$ cat config.mk
export PLATFORM = sky130hd
export DESIGN_NAME = scs_ctrl
export DESIGN_NICKNAME = d
export VERILOG_FILES = /design/src/rtl/core/scs_pkg.sv /design/src/rtl/core/scs_ctrl.sv
export SDC_FILE = /design/constraint.sdc
export NUM_CORES = 1
export LEC_CHECK = 0
export BUFFER_PORTS_ARGS = -buffer_cell sky130_fd_sc_hd__buf_2
export CORE_UTILIZATION = 53
export DETAILED_ROUTE_END_ITERATION = 8
export PLACE_DENSITY = 0.87
export SLEW_MARGIN = 20
export SYNTH_ARGS = -nofsm -noshare
export SYNTH_HDL_FRONTEND = slang
export SYNTH_SLANG_ARGS = --single-unit
$ cat constraint.sdc
create_clock -name clk_i -period 2.5 [get_ports clk_i]
set_input_delay 0.5 -clock clk_i [delete_from_list [all_inputs] [get_ports clk_i]]
set_output_delay 0.5 -clock clk_i [all_outputs]
set_load 0.01 [all_outputs]
$ cat src/rtl/core/scs_pkg.sv
// Shared types, codes and helper functions of the segment clearance scan unit.
package scs_pkg;

  localparam int TABLE_DEPTH_DEF   = 256;
  localparam int FRACTION_BITS_DEF = 16;
  localparam int CFG_W             = 9;

  localparam logic [30:0] MAX_Q31 = 31'h7FFF_FFFF;

  // command codes of an input word
  localparam logic CMD_LOAD  = 1'b0;
  localparam logic CMD_QUERY = 1'b1;

  // product groups walked by the shared multiplier
  localparam logic [2:0] GRP_LEN   = 3'd0;
  localparam logic [2:0] GRP_DOT   = 3'd1;
  localparam logic [2:0] GRP_LSQ   = 3'd2;
  localparam logic [2:0] GRP_CROSS = 3'd3;
  localparam logic [2:0] GRP_NR    = 3'd4;
  localparam logic [2:0] GRP_NT    = 3'd5;

  typedef struct packed {
    logic               command;
    logic [7:0]         slot;
    logic signed [31:0] first_x;
    logic signed [31:0] first_y;
    logic signed [31:0] first_z;
    logic signed [31:0] second_x;
    logic signed [31:0] second_y;
    logic signed [31:0] second_z;
    logic [30:0]        threshold;
  } scs_in_t;

  typedef struct packed {
    logic       all_clear;
    logic [7:0] farthest_index;
    logic       farthest_found;
  } scs_res_t;

  typedef struct packed {
    logic       accept;
    logic       init_scan;
    logic       load_diff;
    logic       mul_en;
    logic       acc_en;
    logic       acc_first;
    logic       save_dot;
    logic       sqrt_start;
    logic       div_start;
    logic       save_n1;
    logic       set_d_norm;
    logic       set_d_div;
    logic       wr_len;
    logic       rd_en;
    logic       upd;
    logic [2:0] grp;
    logic [1:0] k;
  } scs_cmd_t;

  typedef struct packed {
    logic len_pos;
    logic in_range;
    logic sqrt_done;
    logic div_done;
    logic scan_done;
  } scs_sts_t;

  // a - b, saturated to the signed 32-bit range
  function automatic logic signed [31:0] sat_diff(input logic signed [31:0] a,
                                                  input logic signed [31:0] b);
    logic signed [32:0] d;
    d = $signed({a[31], a}) - $signed({b[31], b});
    if (d[32] != d[31]) begin
      return d[32] ? 32'sh8000_0000 : 32'sh7FFF_FFFF;
    end
    return d[31:0];
  endfunction

  // index of the last product in a group
  function automatic logic [1:0] grp_last(input logic [2:0] grp);
    return (grp == GRP_LSQ) ? 2'd0 : 2'd2;
  endfunction

  // groups that sum raw squares instead of Q-format products
  function automatic logic grp_square(input logic [2:0] grp);
    return (grp == GRP_LEN) || (grp == GRP_NR) || (grp == GRP_NT);
  endfunction

endpackage

$ cat src/rtl/core/scs_ctrl.sv
// Controller: sequences loads, the per-segment product groups, root, divide and scan.
module scs_ctrl (
  input  logic              clk_i,
  input  logic              rst_ni,
  input  logic              start_i,
  input  logic              is_query_i,
  input  scs_pkg::scs_sts_t sts_i,
  output logic              busy_o,
  output logic              result_valid_o,
  output scs_pkg::scs_cmd_t cmd_o
);

  localparam logic [3:0] S_IDLE  = 4'd0;
  localparam logic [3:0] S_LDIFF = 4'd1;
  localparam logic [3:0] S_MUL   = 4'd2;
  localparam logic [3:0] S_ACC   = 4'd3;
  localparam logic [3:0] S_POST  = 4'd4;
  localparam logic [3:0] S_SQRT  = 4'd5;
  localparam logic [3:0] S_DIV   = 4'd6;
  localparam logic [3:0] S_SCAN  = 4'd7;
  localparam logic [3:0] S_DIFF  = 4'd8;
  localparam logic [3:0] S_UPD   = 4'd9;
  localparam logic [3:0] S_DONE  = 4'd10;

  logic [3:0] state_q, state_d;
  logic [2:0] grp_q, grp_d;
  logic [1:0] k_q, k_d;

  always_ff @(posedge clk_i or negedge rst_ni) begin
    if (!rst_ni) begin
      state_q <= S_IDLE;
      grp_q   <= scs_pkg::GRP_LEN;
      k_q     <= '0;
    end else begin
      state_q <= state_d;
      grp_q   <= grp_d;
      k_q     <= k_d;
    end
  end

  always_comb begin
    state_d        = state_q;
    grp_d          = grp_q;
    k_d            = k_q;
    cmd_o          = '0;
    cmd_o.grp      = grp_q;
    cmd_o.k        = k_q;
    result_valid_o = 1'b0;
    unique case (state_q)
      S_IDLE: begin
        if (start_i) begin
          cmd_o.accept = 1'b1;
          if (is_query_i) begin
            cmd_o.init_scan = 1'b1;
            state_d         = S_SCAN;
          end else begin
            state_d = S_LDIFF;
          end
        end
      end
      S_LDIFF: begin
        cmd_o.load_diff = 1'b1;
        grp_d           = scs_pkg::GRP_LEN;
        k_d             = '0;
        state_d         = S_MUL;
      end
      S_MUL: begin
        cmd_o.mul_en = 1'b1;
        state_d      = S_ACC;
      end
      S_ACC: begin
        cmd_o.acc_en    = 1'b1;
        cmd_o.acc_first = (k_q == '0);
        if (k_q == scs_pkg::grp_last(grp_q)) begin
          state_d = S_POST;
        end else begin
          k_d     = k_q + 2'd1;
          state_d = S_MUL;
        end
      end
      S_POST: begin
        k_d = '0;
        case (grp_q) inside
          scs_pkg::GRP_LEN, scs_pkg::GRP_NR, scs_pkg::GRP_NT: begin
            cmd_o.sqrt_start = 1'b1;
            state_d          = S_SQRT;
          end
          scs_pkg::GRP_DOT: begin
            cmd_o.save_dot = 1'b1;
            grp_d          = scs_pkg::GRP_LSQ;
            state_d        = S_MUL;
          end
          scs_pkg::GRP_LSQ: begin
            // projection inside the segment: cross term, else endpoint norms
            grp_d   = sts_i.in_range ? scs_pkg::GRP_CROSS : scs_pkg::GRP_NR;
            state_d = S_MUL;
          end
          scs_pkg::GRP_CROSS: begin
            cmd_o.div_start = 1'b1;
            state_d         = S_DIV;
          end
          default: state_d = S_IDLE;
        endcase
      end
      S_SQRT: begin
        if (sts_i.sqrt_done) begin
          case (grp_q)
            scs_pkg::GRP_LEN: begin
              cmd_o.wr_len = 1'b1;
              state_d      = S_DONE;
            end
            scs_pkg::GRP_NR: begin
              cmd_o.save_n1 = 1'b1;
              grp_d         = scs_pkg::GRP_NT;
              k_d           = '0;
              state_d       = S_MUL;
            end
            default: begin
              cmd_o.set_d_norm = 1'b1;
              state_d          = S_UPD;
            end
          endcase
        end
      end
      S_DIV: begin
        if (sts_i.div_done) begin
          cmd_o.set_d_div = 1'b1;
          state_d         = S_UPD;
        end
      end
      S_SCAN: begin
        if (sts_i.scan_done) begin
          state_d = S_DONE;
        end else begin
          cmd_o.rd_en = 1'b1;
          state_d     = S_DIFF;
        end
      end
      S_DIFF: begin
        cmd_o.load_diff = 1'b1;
        k_d             = '0;
        grp_d           = sts_i.len_pos ? scs_pkg::GRP_DOT : scs_pkg::GRP_NR;
        state_d         = S_MUL;
      end
      S_UPD: begin
        cmd_o.upd = 1'b1;
        state_d   = S_SCAN;
      end
      S_DONE: begin
        result_valid_o = 1'b1;
        state_d        = S_IDLE;
      end
      default: state_d = S_IDLE;
    endcase
  end

  assign busy_o = (state_q != S_IDLE);

  a_result_then_idle: assert property (@(posedge clk_i) disable iff (!rst_ni)
    result_valid_o |=> (state_q == S_IDLE))
    else $error("controller did not return to idle after a result");

  a_accept_then_busy: assert property (@(posedge clk_i) disable iff (!rst_ni)
    (start_i && !busy_o) |=> busy_o)
    else $error("accepted word did not make the block busy");

endmodule

**Word-level counts from Yosys, hierarchy flattened**

Index checks and enable logic that the tools add are counted.

- Add/subtract/negate cells: 1
- Eq/ne operators: 23
- Muxes and demuxes: 52
- Reduce and logical (&&, ||, !) cells: 13

Operators with widths:

| cell | number |
|---|---|
| 3-bit two-way mux | 14 |
| 4-bit case mux with 9 select lines | 1 |
| 1-bit two-way mux | 21 |
| 2-bit two-way mux | 10 |
| 4-bit by 3-bit equality test with 1-bit output, second input constant | 4 |
| 4-bit equality test, second input constant | 3 |
| 4-bit two-way mux | 3 |
| 2-bit != test, second input constant | 6 |
| 3-bit case mux with 4 select lines | 1 |
| 4-bit by 2-bit equality test with 1-bit output, second input constant | 2 |
| 4-bit case mux with 2 select lines | 1 |
| 4-bit nonzero test | 2 |
| 3-bit by 2-bit equality test with 1-bit output, second input constant | 2 |
| 3-bit equality test, second input constant | 2 |
| 2-bit case mux with 3 select lines | 1 |
| 3-bit OR reduction | 2 |
| 5-bit AND reduction | 1 |
| 4-bit by 1-bit equality test with 1-bit output, second input constant | 1 |
| 4-bit logical NOT | 1 |
| 4-bit AND reduction | 1 |
| 2-bit OR reduction | 2 |
| 3-bit by 1-bit equality test with 1-bit output, second input constant | 1 |
| 3-bit logical NOT | 1 |
| 3-bit != test, second input constant | 1 |
| other kinds (5) | 5 |

- Register bits: 9
- Output and inout port bits: 22
- Logic and storage cells: 92

**Logic depth before layout (Yosys ltp)**

Gate-level depths: netlist of the first run.

- Depth after elaboration: 6
- Gate-level depth with buffers: 7
- Depth with buffers taken out: 5

**Worst setup path after synthesis of the first run**

No wires, ideal clock.

- Kind: register to output
- Start: register state_q[3]
- End: output port cmd_o[14] (netlist name)
- Arrival time: 1.290 ns
- Setup slack: 0.710 ns
- Stages on the path, launching flop included: 5
- Buffers on the path: 2
- Cells stage by stage: dfrtp_1 > buf_4 > buf_2 > nor3_1 > and2_1

RTL lines:

| element | RTL line | source |
|---|---|---|
| from (decl) | scs_ctrl.sv:25 | `logic [3:0] state_q, state_d;` |
| from (signal assigned) | scs_ctrl.sv:35 | `state_q <= state_d;` |
| to (decl) | scs_ctrl.sv:10 | `output scs_pkg::scs_cmd_t cmd_o` |

==> flow_summary.toml, run 1 <==
[synthesis]
synth-edff-count = 0
synth.ff_latch_count = 9
synth_ff_type = "sky130_fd_sc_hd__dfrtp_1"
synthDominantAreaCellType = "sky130_fd_sc_hd__dfrtp_1"
post_synth_instance_area_sq_um = 945
synthDominantCellAreaShare_pct = 23.8
synthArstFlopShare_pct = 100
yosys-top-cells-area = "sky130_fd_sc_hd__dfrtp_1, sky130_fd_sc_hd__nand2_1, sky130_fd_sc_hd__nor2_1"
ys.warnings.count = 0
synth_seq_area_share_pct = 23.8
postSynthAreaPerCell_sq_um = 7.38
netlist-cell-type-count = 41
synthCells = 128
synth.net_count = 138

[final_layout]
layout.cells.most_common = "sky130_fd_sc_hd__buf_2"
post_route_cells_drive_above_1_share_pct = 28.8
most-common-layout-cells = "sky130_fd_sc_hd__buf_2, sky130_fd_sc_hd__nand2_1, sky130_fd_sc_hd__nor2_1"
final.fill_count = 139
insertedDiodeCount = 0
final_area_sq_um = 1080
fin_util_pct = 68.5
flow.area_growth_from_synthesis_pct = 14.3
final_net_count = 164

[floorplan]
dieArea_sq_um = 1960
ioPinCount = 31
placement_rows = 14
core_area_sq_um = 1580
die_y_um = 44.2
initial_utilization_pct = 59.9
die_wd_um = 44.2

[sta]
max_clock_freq_mhz = 438
rsz0062_at_grt = "no"
clock-skew-final_ns = 0.00617
post-route-min-period_ns = 2.28
final_max_slew_viol_count = 0
finalHoldViolCount = 0
hold_slack_ns = 0.0586
worstMarginPinSlew_ns = 0.592
final.setup.tns_ns = 0
timing.slew.headroom_pct = 60.5
final_min_period_over_clock_period_pct = 91.3
timing.final.setup_violations = 0

[routing]
total_routed_wirelength_um = 2440
met3_length_um = 114
route.detailed.drc = 1
ant_nets = 0
detail_route.first_pass.iterations = 8
routed-via-count = 1026
top_layer_used = "met4"
routed_via_density = 6.07
wire_per_inst_um = 14.4
wl_met1_um = 1080
drt_iter0_markers = 30
detailed_routed_wire_length_on_met2_um = 1160

[critical_path]
critical_path.cell_chain = "nor2b_1 > nand2_1 > nor3_1 > buf_2"
crit_type = "flip-flop to output pin"
cpMaxStageDelayCell = "sky130_fd_sc_hd__dfrtp_1"
worst_path_largest_cell_delay_ns = 0.72
crit_family = "flip-flops"
critical_path.n_buffers_inverters = 1
timing.critical_path.from_type = "flip-flop"
cp_data_arrival_time_ns = 1.78
end_kind = "output pin"
required_time_of_the_critical_path_ns = 2.00
path_max_fanout = 19
timing.reg2reg.setup_slack_ns = 0.62

[clock_network]
cts-root-buf = "sky130_fd_sc_hd__clkbuf_4"
clk_latency_ns = 0.28
worst_setup_hold_path_clk_slew_ns = 0.07
htreeDepth = 1
postCtsHoldBufs = 0
numCtsBuffers = 3
cts.path.max_buffers = 2
post_cts_resized = 0
cts.repair_timing.setup_buffer_count = 0
clock_sinks = 9
tritoncts = "done"

[flow_run]
maxCapViolCount = 0

[global_route]
grt_first_pass_wirelength_um = 4130
first_global_vias = 944
grtUsageTotal_pct = 28.6
grt_max_degree = 20
grt_antenna_before_repair = 0
global_route.overflow_total = 0

[power_and_ir_drop]
power_leakage_nw = 0.503
vdd_ir_drop_max_mv = 0.652
powerDensity_nw_per_um2 = 1210

[run_status]
violated_checks = "design-rule violations"
status = "complete, but fails checks"

[placed_design]
postPlaceCellArea_sq_um = 1050
detailed_place_hpwl_um = 1790
routabilityCongestion = 0.916
port-buffer-count = 30

[hold_path]
holdCritPathClass = "input port to async pin"
path summary, 6_finish.rpt:
path / startpoint / end / cells after the start
max in group asynchronous: rst_ni / state_q[3]$_DFFE_PN0P_ / 1
min in group clk_i: k_q[0]$_DFFE_PN0P_ / k_q[0]$_DFFE_PN0P_ / 1
setup / recovery: state_q[2]$_DFFE_PN0P_ / cmd_o[12] / 4
setup reg to reg: state_q[0]$_DFFE_PN0P_ / grp_q[2]$_DFFE_PN0P_ / 4
hold / removal: rst_ni / grp_q[1]$_DFFE_PN0P_ / 1
hold reg to reg: k_q[0]$_DFFE_PN0P_ / k_q[0]$_DFFE_PN0P_ / 1
metal layers:
layer / up-vias / track usage (%)
li1: 498 / -
met1: 481 / 36.6
met2: 38 / 47.9
met3: 9 / 2.45
met4: 0 / 14.5
met5: - / 0
cell usage after synthesis, types with 2 or more instances:
cell type	instances
sky130_fd_sc_hd__and2_1	2
sky130_fd_sc_hd__o21ai_0	7
sky130_fd_sc_hd__nand3_1	3
sky130_fd_sc_hd__nor3b_1	3
sky130_fd_sc_hd__buf_2	5
sky130_fd_sc_hd__o21bai_1	3
sky130_fd_sc_hd__nand2b_1	3
sky130_fd_sc_hd__nor2b_1	4
sky130_fd_sc_hd__nor4_1	2
sky130_fd_sc_hd__nor2_1	16
sky130_fd_sc_hd__dfrtp_1	9
sky130_fd_sc_hd__inv_1	6
sky130_fd_sc_hd__buf_6	2
sky130_fd_sc_hd__nor3_1	9
sky130_fd_sc_hd__a21oi_1	9
sky130_fd_sc_hd__buf_4	2
sky130_fd_sc_hd__nand4_1	2
sky130_fd_sc_hd__nand2_1	16
sky130_fd_sc_hd__mux2_2	3
state kept, by name, summed over array words and instances (netlist names):
| register | flops |
|---|---|
| grp_q | 3 |
| state_q | 4 |
| k_q | 2 |
power breakdown:
group | internal [mW] | switching, mW
Clock | 0.0595 | 0.0643
Sequential | 0.200 | 0.180
Combinational | 0.366 | 0.440
Total | 0.625 | 0.685
kinds of logic (layout without fill, tap and decap cells):
logic type | Yosys count | in the layout | synth area share (%)
simple gates | 67 | 67 | 36.2
compound gates | 30 | 30 | 23.2
buf+inv | 15 | 40 | 9.01
flops | 9 | 9 | 23.8
mux | 4 | 4 | 4.64
xor+xnor | 2 | 2 | 1.85
fa+ha+maj | 1 | 1 | 1.32
metrics by stage:
| step | worst slack, ns | std cells | total power, mW |
|---|---|---|---|
| 2_1_floorplan | 0.710 | 128 | 1.01 |
| 3_3_place_gp | 0.647 | 165 | 1.14 |
| 3_5_place_dp | 0.537 | 165 | 1.17 |
| 4_1_cts | 0.254 | 169 | 1.30 |
| 5_1_grt | 0.116 | 169 | 1.43 |
| 6_report | 0.218 | 169 | 1.31 |
area by class of cell:
class | instances | area [sq um] | area share (%)
Clock buffer | 3 | 22.5 | 2.09
Clock inverter | 1 | 5.00 | 0.463
Inverter | 6 | 22.5 | 2.09
Multi-Input combinational cell | 104 | 634 | 58.7
Sequential cell | 9 | 225 | 20.9
Tap cell | 16 | 20.0 | 1.85
Timing Repair Buffer | 30 | 150 | 13.9
No activity file was read; power rests on OpenSTA's default activity.
==> run 2: changes to the inputs <==
--- a/config.mk
+++ b/config.mk
@@ -5,10 +5,11 @@
 export SDC_FILE = /design/constraint.sdc
 export NUM_CORES = 1
 export LEC_CHECK = 0
+export ABC_AREA = 1
 export BUFFER_PORTS_ARGS = -buffer_cell sky130_fd_sc_hd__buf_2
-export CORE_UTILIZATION = 53
+export CORE_UTILIZATION = 51
 export DETAILED_ROUTE_END_ITERATION = 8
-export PLACE_DENSITY = 0.87
+export PLACE_DENSITY = 0.86
 export SLEW_MARGIN = 20
 export SYNTH_ARGS = -nofsm -noshare
 export SYNTH_HDL_FRONTEND = slang
==> run 2 against run 1 <==
The flow now finishes without violations; die area down 8.6%; via count rose by 0.19%; routed wire length is 9.1% lower; final cell count is 12% higher; critical path depth up 2; count of clock-buffer cells in the layout is 1 higher; clock power shrank 3%; combinational power increased by 2%; worst setup slack better by 0.23 ns; worst hold slack better by 0.021 ns; sequential cell count stayed put.
==> flow_summary.toml, run 2 <==
[synthesis]
synthArstFlopShare_pct = 100
yosys-top-cells-area = "sky130_fd_sc_hd__dfrtp_1, sky130_fd_sc_hd__nand2_1, sky130_fd_sc_hd__nand3_1"
synthDominantAreaCellType = "sky130_fd_sc_hd__dfrtp_1"
synthDominantCellAreaShare_pct = 27.2
synthCells = 140
post_synth_instance_area_sq_um = 827
synth_seq_area_share_pct = 27.2
xor_xnor_fraction_of_synth_area_pct = 0
ys.warnings.count = 0
postSynthAreaPerCell_sq_um = 5.91
synth_most_common_cell = "sky130_fd_sc_hd__nand2_1"
combinational_family_with_the_most_area_after_synthesis = "simple AND/OR/NAND/NOR gates"
synth-edff-count = 0
synth_ff_type = "sky130_fd_sc_hd__dfrtp_1"
synth.net_count = 150
synth_adder_area_share_pct = 1.51
synth_compound_area_share_pct = 7.11
synth.ff_latch_count = 9
netlist-cell-type-count = 19
synth.top_cells.by_count = "sky130_fd_sc_hd__nand2_1, sky130_fd_sc_hd__inv_1, sky130_fd_sc_hd__nand3_1, sky130_fd_sc_hd__nor2_1, sky130_fd_sc_hd__dfrtp_1"
synth.area.mux_share_pct = 0
synth_simple_gate_area_share_pct = 52.8

[floorplan]
ioPinCount = 31
dieArea_sq_um = 1790
die_y_um = 42.3
core_area_sq_um = 1510
placement_rows = 14
die_wd_um = 42.3
initial_utilization_pct = 54.9

[placed_design]
port-buffer-count = 30
postPlaceCellArea_sq_um = 997
detailed_place_hpwl_um = 1810
routabilityCongestion = 0.914

[global_route]
global_route.overflow_total = 0
grt_antenna_before_repair = 0
grt_max_degree = 10
grt_first_pass_wirelength_um = 3550
grtUsageTotal_pct = 26.5
first_global_vias = 882

[sta]
clock-skew-final_ns = 0.00103
final.setup.tns_ns = 0
final_max_slew_viol_count = 0
max_clock_freq_mhz = 486
timing.final.setup_violations = 0
rsz0062_at_grt = "no"
worstMarginPinSlew_ns = 0.332
timing.slew.headroom_pct = 77.8
final_min_period_over_clock_period_pct = 82.2
post-route-min-period_ns = 2.06
finalHoldViolCount = 0

[critical_path]
crit_type = "flip-flop to output pin"
required_time_of_the_critical_path_ns = 2.00
critical_path.n_buffers_inverters = 3
path_max_fanout = 5
worst_path_most_repeated_cell = "sky130_fd_sc_hd__inv_1"
worst_path_largest_cell_delay_ns = 0.42
critical_path.cell_chain = "inv_1 > nand2_1 > nor2_1 > nand3_1 > inv_1 > buf_2"
timing.critical_path.from_type = "flip-flop"
cp_data_arrival_time_ns = 1.56
cpMaxStageDelayCell = "sky130_fd_sc_hd__dfrtp_1"
end_kind = "output pin"
timing.reg2reg.setup_slack_ns = 0.97
crit_family = "simple AND/OR/NAND/NOR gates"

[routing]
routed_via_density = 5.41
route.detailed.drc = 0
detail_route.first_pass.iterations = 4
wire_per_inst_um = 11.7
total_routed_wirelength_um = 2220
drt_iter0_markers = 39
ant_nets = 0
routed-via-count = 1028

[run_status]
status = "complete, no violations"

[final_layout]
insertedDiodeCount = 0
most-common-layout-cells = "sky130_fd_sc_hd__nand2_1, sky130_fd_sc_hd__buf_2, sky130_fd_sc_hd__inv_1, sky130_fd_sc_hd__nor2_1, sky130_fd_sc_hd__nand3_1"
final_net_count = 185
top_flop_regs = "state_q: 4 flops, grp_q: 3 flops, k_q: 2 flops"
final_area_sq_um = 1020
max_flop_register = "state_q"
flow.area_growth_from_synthesis_pct = 23.8
final.fill_count = 139
largest_reg_flops = 4
layout.cells.most_common = "sky130_fd_sc_hd__nand2_1"
post_route_cells_drive_above_1_share_pct = 26.4

[clock_network]
cts.path.max_buffers = 2
postCtsHoldBufs = 0
numCtsBuffers = 3
htreeDepth = 1
worst_setup_hold_path_clk_slew_ns = 0.06
clk_latency_ns = 0.27
post_cts_resized = 0
cts.repair_timing.setup_buffer_count = 0
tritoncts = "done"
cts-root-buf = "sky130_fd_sc_hd__clkbuf_4"
clock_sinks = 9

[power_and_ir_drop]
vdd_ir_drop_max_mv = 0.747
powerDensity_nw_per_um2 = 1200
power_leakage_nw = 0.646

[flow_run]
maxCapViolCount = 0

[hold_path]
holdCritPathClass = "input port to async pin"
## run 2: changes by cell type after synthesis, moves of 4 or more
cell / delta
sky130_fd_sc_hd__nand3_1: +15
sky130_fd_sc_hd__nor2b_1: -4
sky130_fd_sc_hd__buf_2: -5
sky130_fd_sc_hd__inv_1: +17
sky130_fd_sc_hd__nand2_1: +25
sky130_fd_sc_hd__a21oi_1: -8
sky130_fd_sc_hd__nor3_1: -4
## run 2: final timing paths
kind,from,end,cells past startpoint
setup reg to reg,state_q[2]$_DFFE_PN0P_,state_q[0]$_DFFE_PN0P_,6
hold / removal,rst_ni,state_q[0]$_DFFE_PN0P_,1
min in group clk_i,k_q[1]$_DFFE_PN0P_,k_q[1]$_DFFE_PN0P_,2
setup / recovery,state_q[3]$_DFFE_PN0P_,cmd_o[11],6
hold reg to reg,k_q[1]$_DFFE_PN0P_,k_q[1]$_DFFE_PN0P_,2
max in group asynchronous,rst_ni,grp_q[0]$_DFFE_PN0P_,1
## run 2: area by class of cell
cell class	instances	area (sq um)	share of cell area, %
Clock buffer	4	26.3	2.57
Multi-Input combinational cell	106	508	49.6
Inverter	25	93.8	9.17
Sequential cell	9	225	22.0
Tap cell	16	20.0	1.96
Timing Repair Buffer	30	150	14.7
## run 2: layer usage
layer	track usage, %	wire length, um	vias up
met5	0	0	-
met2	40.6	999	50
met3	3.88	154	11
li1	-	-	512
met4	16.9	76	0
met1	34.6	987	455
## run 2: cells by family (layout without fill, tap and decap cells)
family / count (synthesis) / after routing
simple gates: 95 / 95
flops: 9 / 9
fa+ha+maj: 1 / 1
buf+inv: 25 / 59
compound gates: 10 / 10
## run 2: stage by stage
step                      power (mW)  setup slack, ns  util [%]  instances  hold WS, ns
after floorplan                0.876            0.975         -        140        0.204
after global routing            1.35            0.376      67.9        190       0.0818
after global placement          1.07            0.809      66.2        186        0.369
after CTS                       1.22            0.459      67.9        190       0.0786
after detailed placement        1.10            0.751      66.2        186        0.368
final                           1.22            0.444      67.9        190       0.0797
## run 2: worst reg2reg max path, stage by stage, from the launching register on
cell,delay [ns]
sky130_fd_sc_hd__dfrtp_1,0.43
sky130_fd_sc_hd__nor2_1,0.29
sky130_fd_sc_hd__nand2_1,0.19
sky130_fd_sc_hd__o21ai_0,0.25
sky130_fd_sc_hd__nor2_1,0.11
sky130_fd_sc_hd__o21ai_0,0.08
sky130_fd_sc_hd__nand2_1,0.06
## run 2: power by group
group / switching (mW) / internal [mW] / total (mW)
Sequential: 0.0730 / 0.206 / 0.279
Combinational: 0.540 / 0.285 / 0.825
Clock: 0.0577 / 0.0619 / 0.120
Total: 0.670 / 0.553 / 1.22
==> run 3: changes to the inputs <==
--- a/config.mk
+++ b/config.mk
@@ -5,11 +5,11 @@
 export SDC_FILE = /design/constraint.sdc
 export NUM_CORES = 1
 export LEC_CHECK = 0
-export ABC_AREA = 1
+export ABC_AREA = 0
 export BUFFER_PORTS_ARGS = -buffer_cell sky130_fd_sc_hd__buf_2
-export CORE_UTILIZATION = 51
+export CORE_UTILIZATION = 45
 export DETAILED_ROUTE_END_ITERATION = 8
-export PLACE_DENSITY = 0.86
+export PLACE_DENSITY = 0.79
 export SLEW_MARGIN = 20
 export SYNTH_ARGS = -nofsm -noshare
 export SYNTH_HDL_FRONTEND = slang
==> constraint.sdc (replaced) <==
create_clock -name clk_i -period 1.8 [get_ports clk_i]
set_input_delay 0.36 -clock clk_i [delete_from_list [all_inputs] [get_ports clk_i]]
set_output_delay 0.36 -clock clk_i [all_outputs]
set_load 0.01 [all_outputs]
==> run 3 against run 2 <==
Critical path depth shrank 1; largest power group unchanged; critical endpoint is now cmd_o[18]; total power grew 97%; critical path type unchanged; largest cell class unchanged; count of clock-buffer cells in the layout unchanged.
==> flow_summary.toml, run 3 (synthesis results as in run 1) <==
[global_route]
first_global_vias = 863
global_route.overflow_total = 0
grt_max_degree = 14
grt_antenna_before_repair = 0
grtUsageTotal_pct = 26.1
grt_first_pass_wirelength_um = 4020

[routing]
routed_via_density = 5.84
route.detailed.drc = 0
routed-via-count = 1197
detail_route.first_pass.iterations = 4
total_routed_wirelength_um = 3240
drt_iter0_markers = 63
ant_nets = 0
wire_per_inst_um = 15.8

[clock_network]
tritoncts = "done"
numCtsBuffers = 3
htreeDepth = 1
cts-root-buf = "sky130_fd_sc_hd__clkbuf_4"
clock_sinks = 9
worst_setup_hold_path_clk_slew_ns = 0.06
cts.path.max_buffers = 2
clk_latency_ns = 0.26

[power_and_ir_drop]
powerDensity_nw_per_um2 = 1680
power_leakage_nw = 0.651
vdd_ir_drop_max_mv = 0.997

[floorplan]
die_wd_um = 47.8
ioPinCount = 31
initial_utilization_pct = 48.2
core_area_sq_um = 1960
dieArea_sq_um = 2290
die_y_um = 47.8
placement_rows = 16

[sta]
clock-skew-final_ns = 0.00276
worstMarginPinSlew_ns = 0.376
final_min_period_over_clock_period_pct = 97.7
timing.final.setup_violations = 0
post-route-min-period_ns = 1.76
rsz0062_at_grt = "yes"
final_max_slew_viol_count = 0
max_clock_freq_mhz = 568
timing.final.ws_setup_ns = 0.0407
timing.slew.headroom_pct = 74.9
hold_slack_ns = 0.431
finalHoldViolCount = 0

[placed_design]
detailed_place_hpwl_um = 2010
worst_case_setup_slack_after_placement_ns = 0.0908
port-buffer-count = 30
routabilityCongestion = 0.911

[final_layout]
flow.area_growth_from_synthesis_pct = 51.7
max_flop_register = "state_q"
layout.cells.most_common = "sky130_fd_sc_hd__buf_2"
largest_reg_flops = 4
top_flop_regs = "state_q: 4 flops, grp_q: 3 flops, k_q: 2 flops"
fin_util_pct = 73.0
most-common-layout-cells = "sky130_fd_sc_hd__buf_2, sky130_fd_sc_hd__buf_4, sky130_fd_sc_hd__nand2_1, sky130_fd_sc_hd__nor2_1, sky130_fd_sc_hd__a21oi_1"
final_net_count = 189
post_route_cells_drive_above_1_share_pct = 50.0
insertedDiodeCount = 0

[critical_path]
path_max_fanout = 6
crit_type = "flip-flop to output pin"
worst_path_largest_cell_delay_ns = 0.47
critical_path.cell_chain = "buf_12 > nor2_4 > and3_4 > and2_4 > buf_6"
required_time_of_the_critical_path_ns = 1.44
cp_data_arrival_time_ns = 1.40
end_kind = "output pin"
cpMaxStageDelayCell = "sky130_fd_sc_hd__dfrtp_2"
timing.critical_path.from_type = "flip-flop"

[hold_path]
holdCritPathClass = "input port to flip-flop"

[run_status]
status = "complete, no violations"

[flow_run]
maxCapViolCount = 0
==> run 3: final cells by class <==
type	count	area, sq um
fill	175	529
multi-input combinational	104	721
inverter	6	22.5
timing repair buffer	55	397
sequential	9	233
tap	27	33.8
clock buffer	4	26.3
==> run 3: per-layer routing <==
layer	share of wire [%]	vias to the layer above	global-route usage [%]
met1	40	553	32.9
met4	2.2	0	7.22
met2	50	80	43.2
met5	0	-	0
li1	-	551	-
met3	7.3	13	7.55
==> run 3: power breakdown <==
part | internal, mW | switching, mW
Clock | 0.0857 | 0.0760
Combinational | 0.866 | 0.922
Sequential | 0.291 | 0.169
Total | 1.24 | 1.17
==> run 3: what timing repair did <==
item	in CTS	in global routing
hold buffers	1	0
setup endpoints to repair	13	16
resized for setup	5	26
hold endpoints to repair	9	0
buffers inserted	5	9
pin swaps	0	3
cloned	0	2
==> run 3: path summary, 6_finish.rpt <==
kind	start	to	slack, ns	depth (start not counted)
hold / removal	sts_i[1]	state_q[1]$_DFFE_PN0P_	0.43	2
min in group asynchronous	rst_ni	grp_q[2]$_DFFE_PN0P_	0.48	2
hold reg to reg	k_q[0]$_DFFE_PN0P_	k_q[0]$_DFFE_PN0P_	0.56	1
setup reg to reg	state_q[0]$_DFFE_PN0P_	grp_q[1]$_DFFE_PN0P_	0.04	4
setup / recovery	state_q[3]$_DFFE_PN0P_	cmd_o[18]	0.04	5
max in group asynchronous	rst_ni	state_q[1]$_DFFE_PN0P_	1.11	2
==> run 3: through the flow <==
step,cells,setup TNS (ns),cell area (sq um),power [mW]
final,205,0,1430,2.41
after global routing,205,-0.0876,1430,2.56
after CTS,194,-0.0680,1220,2.02
after detailed placement,184,0,1140,1.78
after global placement,184,0,1140,1.73
after floorplan,128,0,945,1.40
==> run 3: worst max-delay path, delay by kind of cell, from the launching register on <==
family                 cells  cell delay (ns)
and+or+nand+nor            3             0.39
buffers and inverters      2             0.27
DFF                        1             0.47
